File: src/sv/aea_pkg.sv
// shared types, constants and table function for the auto exposure block
package aea_pkg;

    // register indexes of the configuration port
    localparam int CFG_INDEX_W = 4;
    localparam logic [CFG_INDEX_W-1:0] CFG_AUTO_EXPOSURE_ENABLE = 4'd0;
    localparam logic [CFG_INDEX_W-1:0] CFG_INITIAL_EXPOSURE     = 4'd1;

    // field widths
    localparam int DATA_W  = 16;
    localparam int ENTRY_W = 17;

    // exposure after reset, 2.0 in q4.12
    localparam logic [DATA_W-1:0] RESET_EXPOSURE = 16'd8192;
    // 10.0 in q4.12
    localparam logic [DATA_W-1:0] MAX_TARGET     = 16'd40960;
    localparam logic [17:0]       ONE_Q12        = 18'd4096;

    // rec.709 weights, q0.16, summing to 1.0
    localparam logic [DATA_W-1:0] W_RED   = 16'd13933;
    localparam logic [DATA_W-1:0] W_GREEN = 16'd46871;
    localparam logic [DATA_W-1:0] W_BLUE  = 16'd4732;

    // digit-serial multiplier geometry
    localparam int DIGIT_W    = 4;
    localparam int MAC_DIGITS = DATA_W / DIGIT_W;
    localparam int CNT_W      = $clog2(MAC_DIGITS);
    localparam int MCAND_W    = ENTRY_W + DATA_W - DIGIT_W;
    localparam int ACC_W      = 34;

    // rounding offsets preloaded into the accumulator
    localparam logic [ACC_W-1:0] RND_16 = 34'd32768;
    localparam logic [ACC_W-1:0] RND_17 = 34'd65536;
    localparam logic [ACC_W-1:0] RND_12 = 34'd2048;

    typedef enum logic [3:0] {
        ST_IDLE,
        ST_LUM_R,
        ST_LUM_R_W,
        ST_LUM_G,
        ST_LUM_G_W,
        ST_LUM_B,
        ST_LUM_B_W,
        ST_BASE,
        ST_RD_A,
        ST_RD_B,
        ST_INTERP,
        ST_INTERP_W,
        ST_TARGET,
        ST_UPDATE,
        ST_UPDATE_W,
        ST_OUT
    } aea_state_t;

    typedef struct packed {
        logic                 start;
        logic                 clear;
        logic [ENTRY_W-1:0]   mcand;
        logic [DATA_W-1:0]    mplier;
        logic [ACC_W-1:0]     acc_init;
    } mac_cmd_t;

    // one table point of t^2.2, t and result in q0.16 (elaboration only)
    function automatic logic [ENTRY_W-1:0] pow_entry(input logic [ENTRY_W-1:0] t);
        longint unsigned lo;
        longint unsigned hi;
        longint unsigned mid;
        longint unsigned a;
        longint unsigned t64;
        longint unsigned t2;
        t64 = 64'(t);
        lo  = 0;
        hi  = 65536;
        for (int it = 0; it < 18; it++) begin
            if (lo < hi) begin
                mid = (lo + hi + 1) >> 1;
                a   = mid;
                for (int j = 0; j < 4; j++) begin
                    a = (a * mid + 32768) >> 16;
                end
                if (a <= t64) begin
                    lo = mid;
                end else begin
                    hi = mid - 1;
                end
            end
        end
        t2 = (t64 * t64 + 32768) >> 16;
        return ENTRY_W'((t2 * lo + 32768) >> 16);
    endfunction

endpackage

File: src/sv/aea_mac.sv
// radix-16 digit-serial multiply-accumulate unit
module aea_mac import aea_pkg::*; (
    input  logic             aclk,
    input  logic             aresetn,
    input  mac_cmd_t         mac_cmd,
    output logic             mac_done,
    output logic [ACC_W-1:0] mac_acc
);

    localparam logic [CNT_W-1:0] LAST_DIGIT = CNT_W'(MAC_DIGITS - 1);

    logic               busy_reg;
    logic               done_reg;
    logic [CNT_W-1:0]   cnt_reg;
    logic [MCAND_W-1:0] mcand_reg;
    logic [DATA_W-1:0]  mplier_reg;
    logic [ACC_W-1:0]   acc_reg;

    always_ff @(posedge aclk) begin
        if (!aresetn) begin
            busy_reg <= 1'b0;
            done_reg <= 1'b0;
            cnt_reg  <= '0;
        end else begin
            done_reg <= 1'b0;
            if (mac_cmd.start) begin
                busy_reg <= 1'b1;
                cnt_reg  <= '0;
            end else if (busy_reg) begin
                cnt_reg <= cnt_reg + 1'b1;
                if (cnt_reg == LAST_DIGIT) begin
                    busy_reg <= 1'b0;
                    done_reg <= 1'b1;
                end
            end
        end
    end

    // multiplicand walks left one digit per cycle, multiplier walks right
    always_ff @(posedge aclk) begin
        if (mac_cmd.start) begin
            mcand_reg  <= MCAND_W'(mac_cmd.mcand);
            mplier_reg <= mac_cmd.mplier;
            if (mac_cmd.clear) begin
                acc_reg <= mac_cmd.acc_init;
            end
        end else if (busy_reg) begin
            acc_reg    <= acc_reg + ACC_W'(mcand_reg) * ACC_W'(mplier_reg[DIGIT_W-1:0]);
            mcand_reg  <= mcand_reg << DIGIT_W;
            mplier_reg <= mplier_reg >> DIGIT_W;
        end
    end

    assign mac_done = done_reg;
    assign mac_acc  = acc_reg;

endmodule

File: src/sv/auto_exposure_adaptation.sv
// auto exposure eye adaptation: top level with sequencer, power table and exposure state
//
// channel   direction  handshake              payload
// s_        in         s_valid / s_ready      s_avg_red/green/blue, s_frame_seconds,
//                                             s_history_present
// m_        out        m_valid / m_ready      m_exposure_out
// cfg_      in         cfg_valid / cfg_ready  cfg_index, cfg_data
//
// an adapting frame runs five 16-bit products through the shared 4-bit digit-serial
// multiplier, with table reads and the base, target and output steps, before its
// result is registered. a frame that does not adapt goes from idle to the output step.
// reset is synchronous, active low; it clears control state, sets the exposure to 2.0
// and arms the first-frame flag. the result sits in an output register, so a stalled
// m_ready only holds the block once the next result is ready.
module auto_exposure_adaptation import aea_pkg::*; #(
    parameter int POW_TABLE_ENTRIES = 64
) (
    input  logic                   aclk,
    input  logic                   aresetn,
    // input items
    input  logic                   s_valid,
    output logic                   s_ready,
    input  logic [DATA_W-1:0]      s_avg_red,
    input  logic [DATA_W-1:0]      s_avg_green,
    input  logic [DATA_W-1:0]      s_avg_blue,
    input  logic [DATA_W-1:0]      s_frame_seconds,
    input  logic                   s_history_present,
    // result items
    output logic                   m_valid,
    input  logic                   m_ready,
    output logic [DATA_W-1:0]      m_exposure_out,
    // configuration writes
    input  logic                   cfg_valid,
    output logic                   cfg_ready,
    input  logic [CFG_INDEX_W-1:0] cfg_index,
    input  logic [DATA_W-1:0]      cfg_data
);

    // table index covers 0..POW_TABLE_ENTRIES
    localparam int IDX_W = $clog2(POW_TABLE_ENTRIES + 1);
    localparam int P_W   = 12 + IDX_W;
    localparam logic [P_W-1:0]   N_P   = P_W'(POW_TABLE_ENTRIES);
    localparam logic [IDX_W-1:0] IDX_N = IDX_W'(POW_TABLE_ENTRIES);

    // ---------------------------------------------------------------
    // power table, t^2.2 at POW_TABLE_ENTRIES+1 evenly spaced points
    // ---------------------------------------------------------------
    logic [ENTRY_W-1:0] pow_rom [0:POW_TABLE_ENTRIES];

    for (genvar gi = 0; gi <= POW_TABLE_ENTRIES; gi++) begin : g_rom
        localparam logic [ENTRY_W-1:0] T_POINT =
            ENTRY_W'((longint'(gi) * 65536) / POW_TABLE_ENTRIES);
        localparam logic [ENTRY_W-1:0] ENTRY = pow_entry(T_POINT);
        assign pow_rom[gi] = ENTRY;
    end

    // ---------------------------------------------------------------
    // state
    // ---------------------------------------------------------------
    aea_state_t         state_reg;
    aea_state_t         state_next;

    logic               enable_reg;
    logic               first_frame_reg;
    logic [DATA_W-1:0]  exposure_level_reg;

    logic [DATA_W-1:0]  red_reg;
    logic [DATA_W-1:0]  green_reg;
    logic [DATA_W-1:0]  blue_reg;
    logic [DATA_W-1:0]  dt_reg;

    logic [IDX_W-1:0]   k_reg;
    logic [11:0]        f_reg;
    logic [ENTRY_W-1:0] rom_q_reg;
    logic [ENTRY_W-1:0] a_reg;
    logic [DATA_W-1:0]  target_reg;
    logic               lower_reg;

    logic               m_valid_reg;
    logic [DATA_W-1:0]  m_exposure_out_reg;

    // shared multiplier
    mac_cmd_t           mac_cmd;
    logic               mac_done;
    logic [ACC_W-1:0]   mac_acc;

    aea_mac u_mac (
        .aclk     (aclk),
        .aresetn  (aresetn),
        .mac_cmd  (mac_cmd),
        .mac_done (mac_done),
        .mac_acc  (mac_acc)
    );

    logic in_fire;
    logic adapt_frame;
    logic out_free;

    assign in_fire     = s_valid && s_ready;
    // adaptation runs only with history and after the first enabled frame
    assign adapt_frame = enable_reg && s_history_present && !first_frame_reg;
    assign out_free    = !m_valid_reg || m_ready;

    // ---------------------------------------------------------------
    // datapath helpers
    // ---------------------------------------------------------------
    // luminance in q4.12, then base 1-L clipped at zero, q1.12
    logic [17:0]        lum;
    logic [12:0]        base_x;
    logic [P_W-1:0]     base_p;
    logic [IDX_W-1:0]   k_hi;
    logic [IDX_W-1:0]   rd_idx;

    assign lum    = mac_acc[33:16];
    assign base_x = (lum < ONE_Q12) ? 13'(ONE_Q12 - lum) : 13'd0;
    assign base_p = P_W'(base_x) * N_P;
    // upper interpolation point, held at the last entry at the top end
    assign k_hi   = (k_reg == IDX_N) ? k_reg : k_reg + 1'b1;
    assign rd_idx = (state_reg == ST_RD_A) ? k_reg : k_hi;

    // interpolated power and target exposure, clamped at 10.0
    logic [ENTRY_W:0]   y_sum;
    logic [ENTRY_W-1:0] y_val;
    logic [20:0]        y_x10;
    logic [16:0]        target_raw;
    logic [DATA_W-1:0]  target_val;

    assign y_sum      = (ENTRY_W + 1)'(a_reg) + mac_acc[29:12];
    assign y_val      = y_sum[ENTRY_W-1:0];
    assign y_x10      = {y_val, 3'b000} + {2'b00, y_val, 1'b0} + 21'd8;
    assign target_raw = y_x10[20:4];
    assign target_val = (target_raw > 17'(MAX_TARGET)) ? MAX_TARGET : target_raw[15:0];

    // ---------------------------------------------------------------
    // sequencer: next state
    // ---------------------------------------------------------------
    always_comb begin
        state_next = state_reg;
        case (state_reg)
            ST_IDLE: begin
                if (s_valid) begin
                    state_next = adapt_frame ? ST_LUM_R : ST_OUT;
                end
            end
            ST_LUM_R:    state_next = ST_LUM_R_W;
            ST_LUM_R_W:  if (mac_done) state_next = ST_LUM_G;
            ST_LUM_G:    state_next = ST_LUM_G_W;
            ST_LUM_G_W:  if (mac_done) state_next = ST_LUM_B;
            ST_LUM_B:    state_next = ST_LUM_B_W;
            ST_LUM_B_W:  if (mac_done) state_next = ST_BASE;
            ST_BASE:     state_next = ST_RD_A;
            ST_RD_A:     state_next = ST_RD_B;
            ST_RD_B:     state_next = ST_INTERP;
            ST_INTERP:   state_next = ST_INTERP_W;
            ST_INTERP_W: if (mac_done) state_next = ST_TARGET;
            ST_TARGET:   state_next = ST_UPDATE;
            ST_UPDATE:   state_next = ST_UPDATE_W;
            ST_UPDATE_W: if (mac_done) state_next = ST_OUT;
            ST_OUT:      if (out_free) state_next = ST_IDLE;
            default:     state_next = ST_IDLE;
        endcase
    end

    // ---------------------------------------------------------------
    // sequencer: outputs, multiplier commands per step
    // ---------------------------------------------------------------
    always_comb begin
        s_ready          = 1'b0;
        mac_cmd.start    = 1'b0;
        mac_cmd.clear    = 1'b0;
        mac_cmd.mcand    = '0;
        mac_cmd.mplier   = '0;
        mac_cmd.acc_init = '0;
        case (state_reg)
            ST_IDLE: begin
                s_ready = 1'b1;
            end
            // weighted color sum, rounding added once at the start
            ST_LUM_R: begin
                mac_cmd.start    = 1'b1;
                mac_cmd.clear    = 1'b1;
                mac_cmd.mcand    = ENTRY_W'(W_RED);
                mac_cmd.mplier   = red_reg;
                mac_cmd.acc_init = RND_16;
            end
            ST_LUM_G: begin
                mac_cmd.start  = 1'b1;
                mac_cmd.mcand  = ENTRY_W'(W_GREEN);
                mac_cmd.mplier = green_reg;
            end
            ST_LUM_B: begin
                mac_cmd.start  = 1'b1;
                mac_cmd.mcand  = ENTRY_W'(W_BLUE);
                mac_cmd.mplier = blue_reg;
            end
            // (upper - lower) * fraction, table is nondecreasing
            ST_INTERP: begin
                mac_cmd.start    = 1'b1;
                mac_cmd.clear    = 1'b1;
                mac_cmd.mcand    = rom_q_reg - a_reg;
                mac_cmd.mplier   = DATA_W'(f_reg);
                mac_cmd.acc_init = RND_12;
            end
            // |target - exposure| * dt, rate halved toward a brighter target
            ST_UPDATE: begin
                mac_cmd.start    = 1'b1;
                mac_cmd.clear    = 1'b1;
                mac_cmd.mcand    = lower_reg ? ENTRY_W'(exposure_level_reg - target_reg)
                                             : ENTRY_W'(target_reg - exposure_level_reg);
                mac_cmd.mplier   = dt_reg;
                mac_cmd.acc_init = lower_reg ? RND_16 : RND_17;
            end
            default: begin
            end
        endcase
    end

    // ---------------------------------------------------------------
    // control registers
    // ---------------------------------------------------------------
    always_ff @(posedge aclk) begin
        if (!aresetn) begin
            state_reg          <= ST_IDLE;
            enable_reg         <= 1'b0;
            first_frame_reg    <= 1'b1;
            exposure_level_reg <= RESET_EXPOSURE;
            m_valid_reg        <= 1'b0;
        end else begin
            state_reg <= state_next;

            // a frame with adaptation enabled but not adapting only drops the flag
            if (in_fire && enable_reg && !adapt_frame) begin
                first_frame_reg <= 1'b0;
            end

            if (state_reg == ST_UPDATE_W && mac_done) begin
                if (lower_reg) begin
                    exposure_level_reg <= exposure_level_reg - mac_acc[31:16];
                end else begin
                    exposure_level_reg <= exposure_level_reg + mac_acc[32:17];
                end
            end

            if (cfg_valid && cfg_ready) begin
                case (cfg_index)
                    CFG_AUTO_EXPOSURE_ENABLE: enable_reg         <= cfg_data[0];
                    CFG_INITIAL_EXPOSURE:     exposure_level_reg <= cfg_data;
                    default: begin
                    end
                endcase
            end

            if (state_reg == ST_OUT && out_free) begin
                m_valid_reg <= 1'b1;
            end else if (m_ready) begin
                m_valid_reg <= 1'b0;
            end
        end
    end

    // ---------------------------------------------------------------
    // payload registers
    // ---------------------------------------------------------------
    always_ff @(posedge aclk) begin
        if (in_fire) begin
            red_reg   <= s_avg_red;
            green_reg <= s_avg_green;
            blue_reg  <= s_avg_blue;
            dt_reg    <= s_frame_seconds;
        end
        // table position: integer part picks the segment, low 12 bits interpolate
        if (state_reg == ST_BASE) begin
            k_reg <= base_p[P_W-1:12];
            f_reg <= base_p[11:0];
        end
        if (state_reg == ST_RD_A || state_reg == ST_RD_B) begin
            rom_q_reg <= pow_rom[rd_idx];
        end
        if (state_reg == ST_RD_B) begin
            a_reg <= rom_q_reg;
        end
        if (state_reg == ST_TARGET) begin
            target_reg <= target_val;
            lower_reg  <= target_val < exposure_level_reg;
        end
        if (state_reg == ST_OUT && out_free) begin
            m_exposure_out_reg <= exposure_level_reg;
        end
    end

    assign cfg_ready      = 1'b1;
    assign m_valid        = m_valid_reg;
    assign m_exposure_out = m_exposure_out_reg;

endmodule
File: config.mk
export PLATFORM = sky130hd
export DESIGN_NAME = auto_exposure_adaptation
export DESIGN_NICKNAME = d
export VERILOG_FILES = /design/src/sv/aea_pkg.sv /design/src/sv/aea_mac.sv /design/src/sv/auto_exposure_adaptation.sv
export SDC_FILE = /design/constraint.sdc
export NUM_CORES = 1
export LEC_CHECK = 0
export BUFFER_PORTS_ARGS = -buffer_cell sky130_fd_sc_hd__buf_2
export CELL_PAD_IN_SITES_DETAIL_PLACEMENT = 1
export CELL_PAD_IN_SITES_GLOBAL_PLACEMENT = 2
export CORE_MARGIN = 3
export CORE_UTILIZATION = 43
export CTS_CLUSTER_DIAMETER = 30
export DETAILED_ROUTE_END_ITERATION = 7
export HOLD_SLACK_MARGIN = 0.02
export PLACE_DENSITY_LB_ADDON = 0.1
export SETUP_SLACK_MARGIN = 0.2
export SYNTH_ARGS = -nofsm -noshare
export SYNTH_HDL_FRONTEND = slang
export SYNTH_HIERARCHICAL = 1
export SYNTH_SLANG_ARGS = --single-unit
File: constraint.sdc
create_clock -name aclk -period 12.1 [get_ports aclk]
set_input_delay 3.63 -clock aclk [delete_from_list [all_inputs] [get_ports aclk]]
set_output_delay 3.63 -clock aclk [all_outputs]
set_load 0.02 [all_outputs]
==> run summary <==
### Setup path
* most numerous cell on the critical path: a21o_1
* Max FO, Critical Path: 12
* cell type group with the largest total delay on the critical path: compound AO/OA/AOI/OAI gates
* worst setup slack for register-to-register paths: 5.17 ns
* worst r2r dst: lower_reg
* CP Launch Type: register
* combined buffer and inverter count along the critical path: 0
* Crit Path Class: reg -> reg
* RR Startpoint: u_mac/mac_acc[13]
* library cell contributing the largest single delay on the critical path: or4_1
* start point of the critical path: u_mac/mac_acc[13]
* WP depth: 28
* CP Data Required Time: 12.56 ns
* critical path arrival: 7.38 ns
* maximum single-stage delay on the critical path: 0.49 ns
* number of cells on the worst reg-to-reg path: 28
* capture point of the worst path: lower_reg
* capturing element type of the critical path: register

### Layout
* layout cell share with drive strength beyond 1: 12.4%
* top library cells by usage in the layout, fill and taps aside: inv_1, edfxtp_1, nand2_1, ha_1, nor2_1
* flip-flop count of the largest register after layout: 34
* total number of nets in the final design: 2837
* area overhead of the layout relative to synthesis: 16.7%
* most common cell after layout, fill and taps aside: inv_1
* ant diodes: 0

### Yosys
* commonest register cell after synthesis: edfxtp_1
* sequential element share of the synthesized area: 32.8%
* Synth cell types: 92
* multiplexer area fraction after synthesis: 3.02%
* Synth warnings: 6
* post-synthesis register bit count: 250
* synthesized-area fraction occupied by adder cells: 18.5%
* Compound-Gate Fraction of Synth Area: 18.6%
* synth top area cells: edfxtp_1, ha_1, fa_1
* Synth Cell Area: 0.0217 sq mm
* fraction of synthesized cell area taken by the top area cell type: 29.2%
* share of flip-flops with an asynchronous set or reset: 0%
* Post-Syn Area per Cell: 9.22 sq um
* Synth Area in Simple Gates: 15.7%
* synthesized instance count: 2353
* fraction of synthesized cell area in xor and xnor cells: 4.91%
* largest area contributor in the netlist: edfxtp_1
* count of flip-flops with a built-in enable after synthesis: 211
* dominant combinational cell family by area after synthesis: compound AO/OA/AOI/OAI gates

### Timing
* relative slew slack: 28.8%
* number of setup violations in the final report: 0
* Hold Violations, Final: 0
* Clock Skew: 0.0313 ns
* unrepaired setup endpoints after global routing: no
* final worst path period need: 6.93 ns
* share of the cycle needed by the critical path after routing: 57.2%
* upper clock frequency limit: 144 MHz
* count of pins over their slew limit: 0
* actual slew at the worst max-slew pin: 1.07 ns
* sum of negative setup slack: 0 ns

### Drt
* Remaining DRCs: 0
* Routed Antenna Nets: 0
* Iter 0 DRT Violations: 1148
* final routed wire length divided by cell count: 21.7 um
* WL final: 69.5 mm
* routed vias: 18.2k
* vias per cell: 5.68
* number of optimization iterations in the first detailed-route pass: 5

### Placed design
* routability-driven placement congestion ratio: 0.901
* I/O Buffers: 107
* DP HPWL: 51.5 mm

### Die
* Core Footprint: 0.0494 sq mm
* placement row count: 81
* number of top-level pins: 109
* die footprint: 0.0532 sq mm
* die width: 231 um
* die height: 231 um
* effective utilization at floorplan: 44.0%

### Min path
* Hold Crit Start: first_frame_reg
* worst hold path type: reg -> reg

### Clocking
* # clock sinks: 250
* clock tree from TritonCTS: yes
* CTS Hold Buffers Added: 0
* CTS root buffer: clkbuf_16
* Max Buffers Root-to-Sink: 3
* number of buffers inserted by post-CTS setup repair: 0
* total CTS buffers: 73
* maximum level of the CTS H-tree: 3
* cells resized by post-CTS repair: 0
* clock input transition at the sequential cells of the worst setup and hold paths: 0.04 ns
* latest clock arrival within the worst-skew pair: 0.61 ns

### Global routing
* via count of the first global-routing pass: 19.8k
* maximum number of pins on one net before global-route repair: 66
* total track usage: 26.2%
* initial antenna violation count: 0
* first-pass GRT wire length: 110 mm
* remaining global-route overflow: 0

### Flow run
* max-cap violation count: 0

### Outcome
* run status: complete, no violations

-- synthesized netlist by cell type, drive strengths merged, types with 7 or more instances --
| cell type | instances |
|---|---|
| inv | 243 |
| edfxtp | 211 |
| nand2 | 199 |
| ha | 176 |
| nor2 | 169 |
| a21oi | 142 |
| o21ai | 138 |
| and2 | 123 |
| fa | 90 |
| clkbuf | 78 |
| xnor2 | 66 |
| a21o | 56 |
| xor2 | 53 |
| nand3 | 40 |
| dfxtp | 39 |
| nor3 | 39 |
| a211oi | 36 |
| a22oi | 32 |
| o211ai | 32 |
| mux2 | 31 |
| buf | 29 |
| mux2i | 26 |
| a31oi | 25 |
| nand2b | 24 |
| nand4 | 24 |
| o21a | 21 |
| nor2b | 20 |
| a21boi | 19 |
| o22ai | 16 |
| o21bai | 13 |
| o221ai | 13 |
| a311oi | 12 |
| and3 | 11 |
| nor4 | 10 |
| or3 | 10 |
| o31ai | 8 |
| o31a | 7 |
-- cell type report --
class / count / area [sq um]
tap: 664 / 831
fill: 5698 / 24000
sequential: 250 / 7120
clock buffer: 87 / 1910
timing repair buffer: 130 / 708
multi-input combinational: 1783 / 13300
clock inverter: 43 / 503
inverter: 243 / 915
-- metrics by stage --
stage / cells / hold slack, ns / setup slack, ns / util, % / instance area (sq um)
after floorplan: 2383 / 0.417 / 6.05 / - / 21800
final: 3200 / 0.468 / 5.17 / 51.3 / 25300
after CTS: 3200 / 0.468 / 5.18 / 51.3 / 25300
after detailed placement: 3070 / 0.463 / 5.26 / 46.4 / 22900
after global placement: 3070 / 0.432 / 5.50 / 46.4 / 22900
after global routing: 3200 / 0.485 / 4.60 / 51.3 / 25300
-- cell families after synthesis --
kind of cell             Yosys count
flip-flops                       250
buffers and inverters            350
AND/OR/NAND/NOR                  693
XOR/XNOR                         119
other                              2
adder cells (fa/ha/maj)          266
AO/OA/AOI/OAI                    614
multiplexers                      59
-- how the worst min path moves through the flow --
stage               slack, ns              end  cells after the start
finish                   0.47  first_frame_reg                      2
global route             0.48         a_reg[6]                      0
CTS                      0.47  first_frame_reg                      2
detailed placement       0.46  first_frame_reg                      2
global placement         0.43  first_frame_reg                      2
floorplan                0.42  first_frame_reg                      2
-- worst register-to-register path, delay by kind of cell (launching register included) --
kind                       cells  cell delay (ns)
and+or+nand+nor                6             1.27
AOI/OAI and AO/OA             17             3.54
adders and majority gates      3             1.03
DFF                            1             0.43
xor gates and xnor gates       2             0.54
-- layer usage --
| metal | routed length (um) | track usage [%] | up-vias |
|---|---|---|---|
| li1 | - | - | 8571 |
| met3 | 3300 | 5.05 | 141 |
| met5 | 0 | 0 | - |
| met4 | 2790 | 9.96 | 0 |
| met1 | 30900 | 33.8 | 9003 |
| met2 | 32500 | 43.8 | 452 |
Power is left out: the tool's default activity adds up to more than one toggle a clock period on the data nets, which glitch-free logic cannot reach.
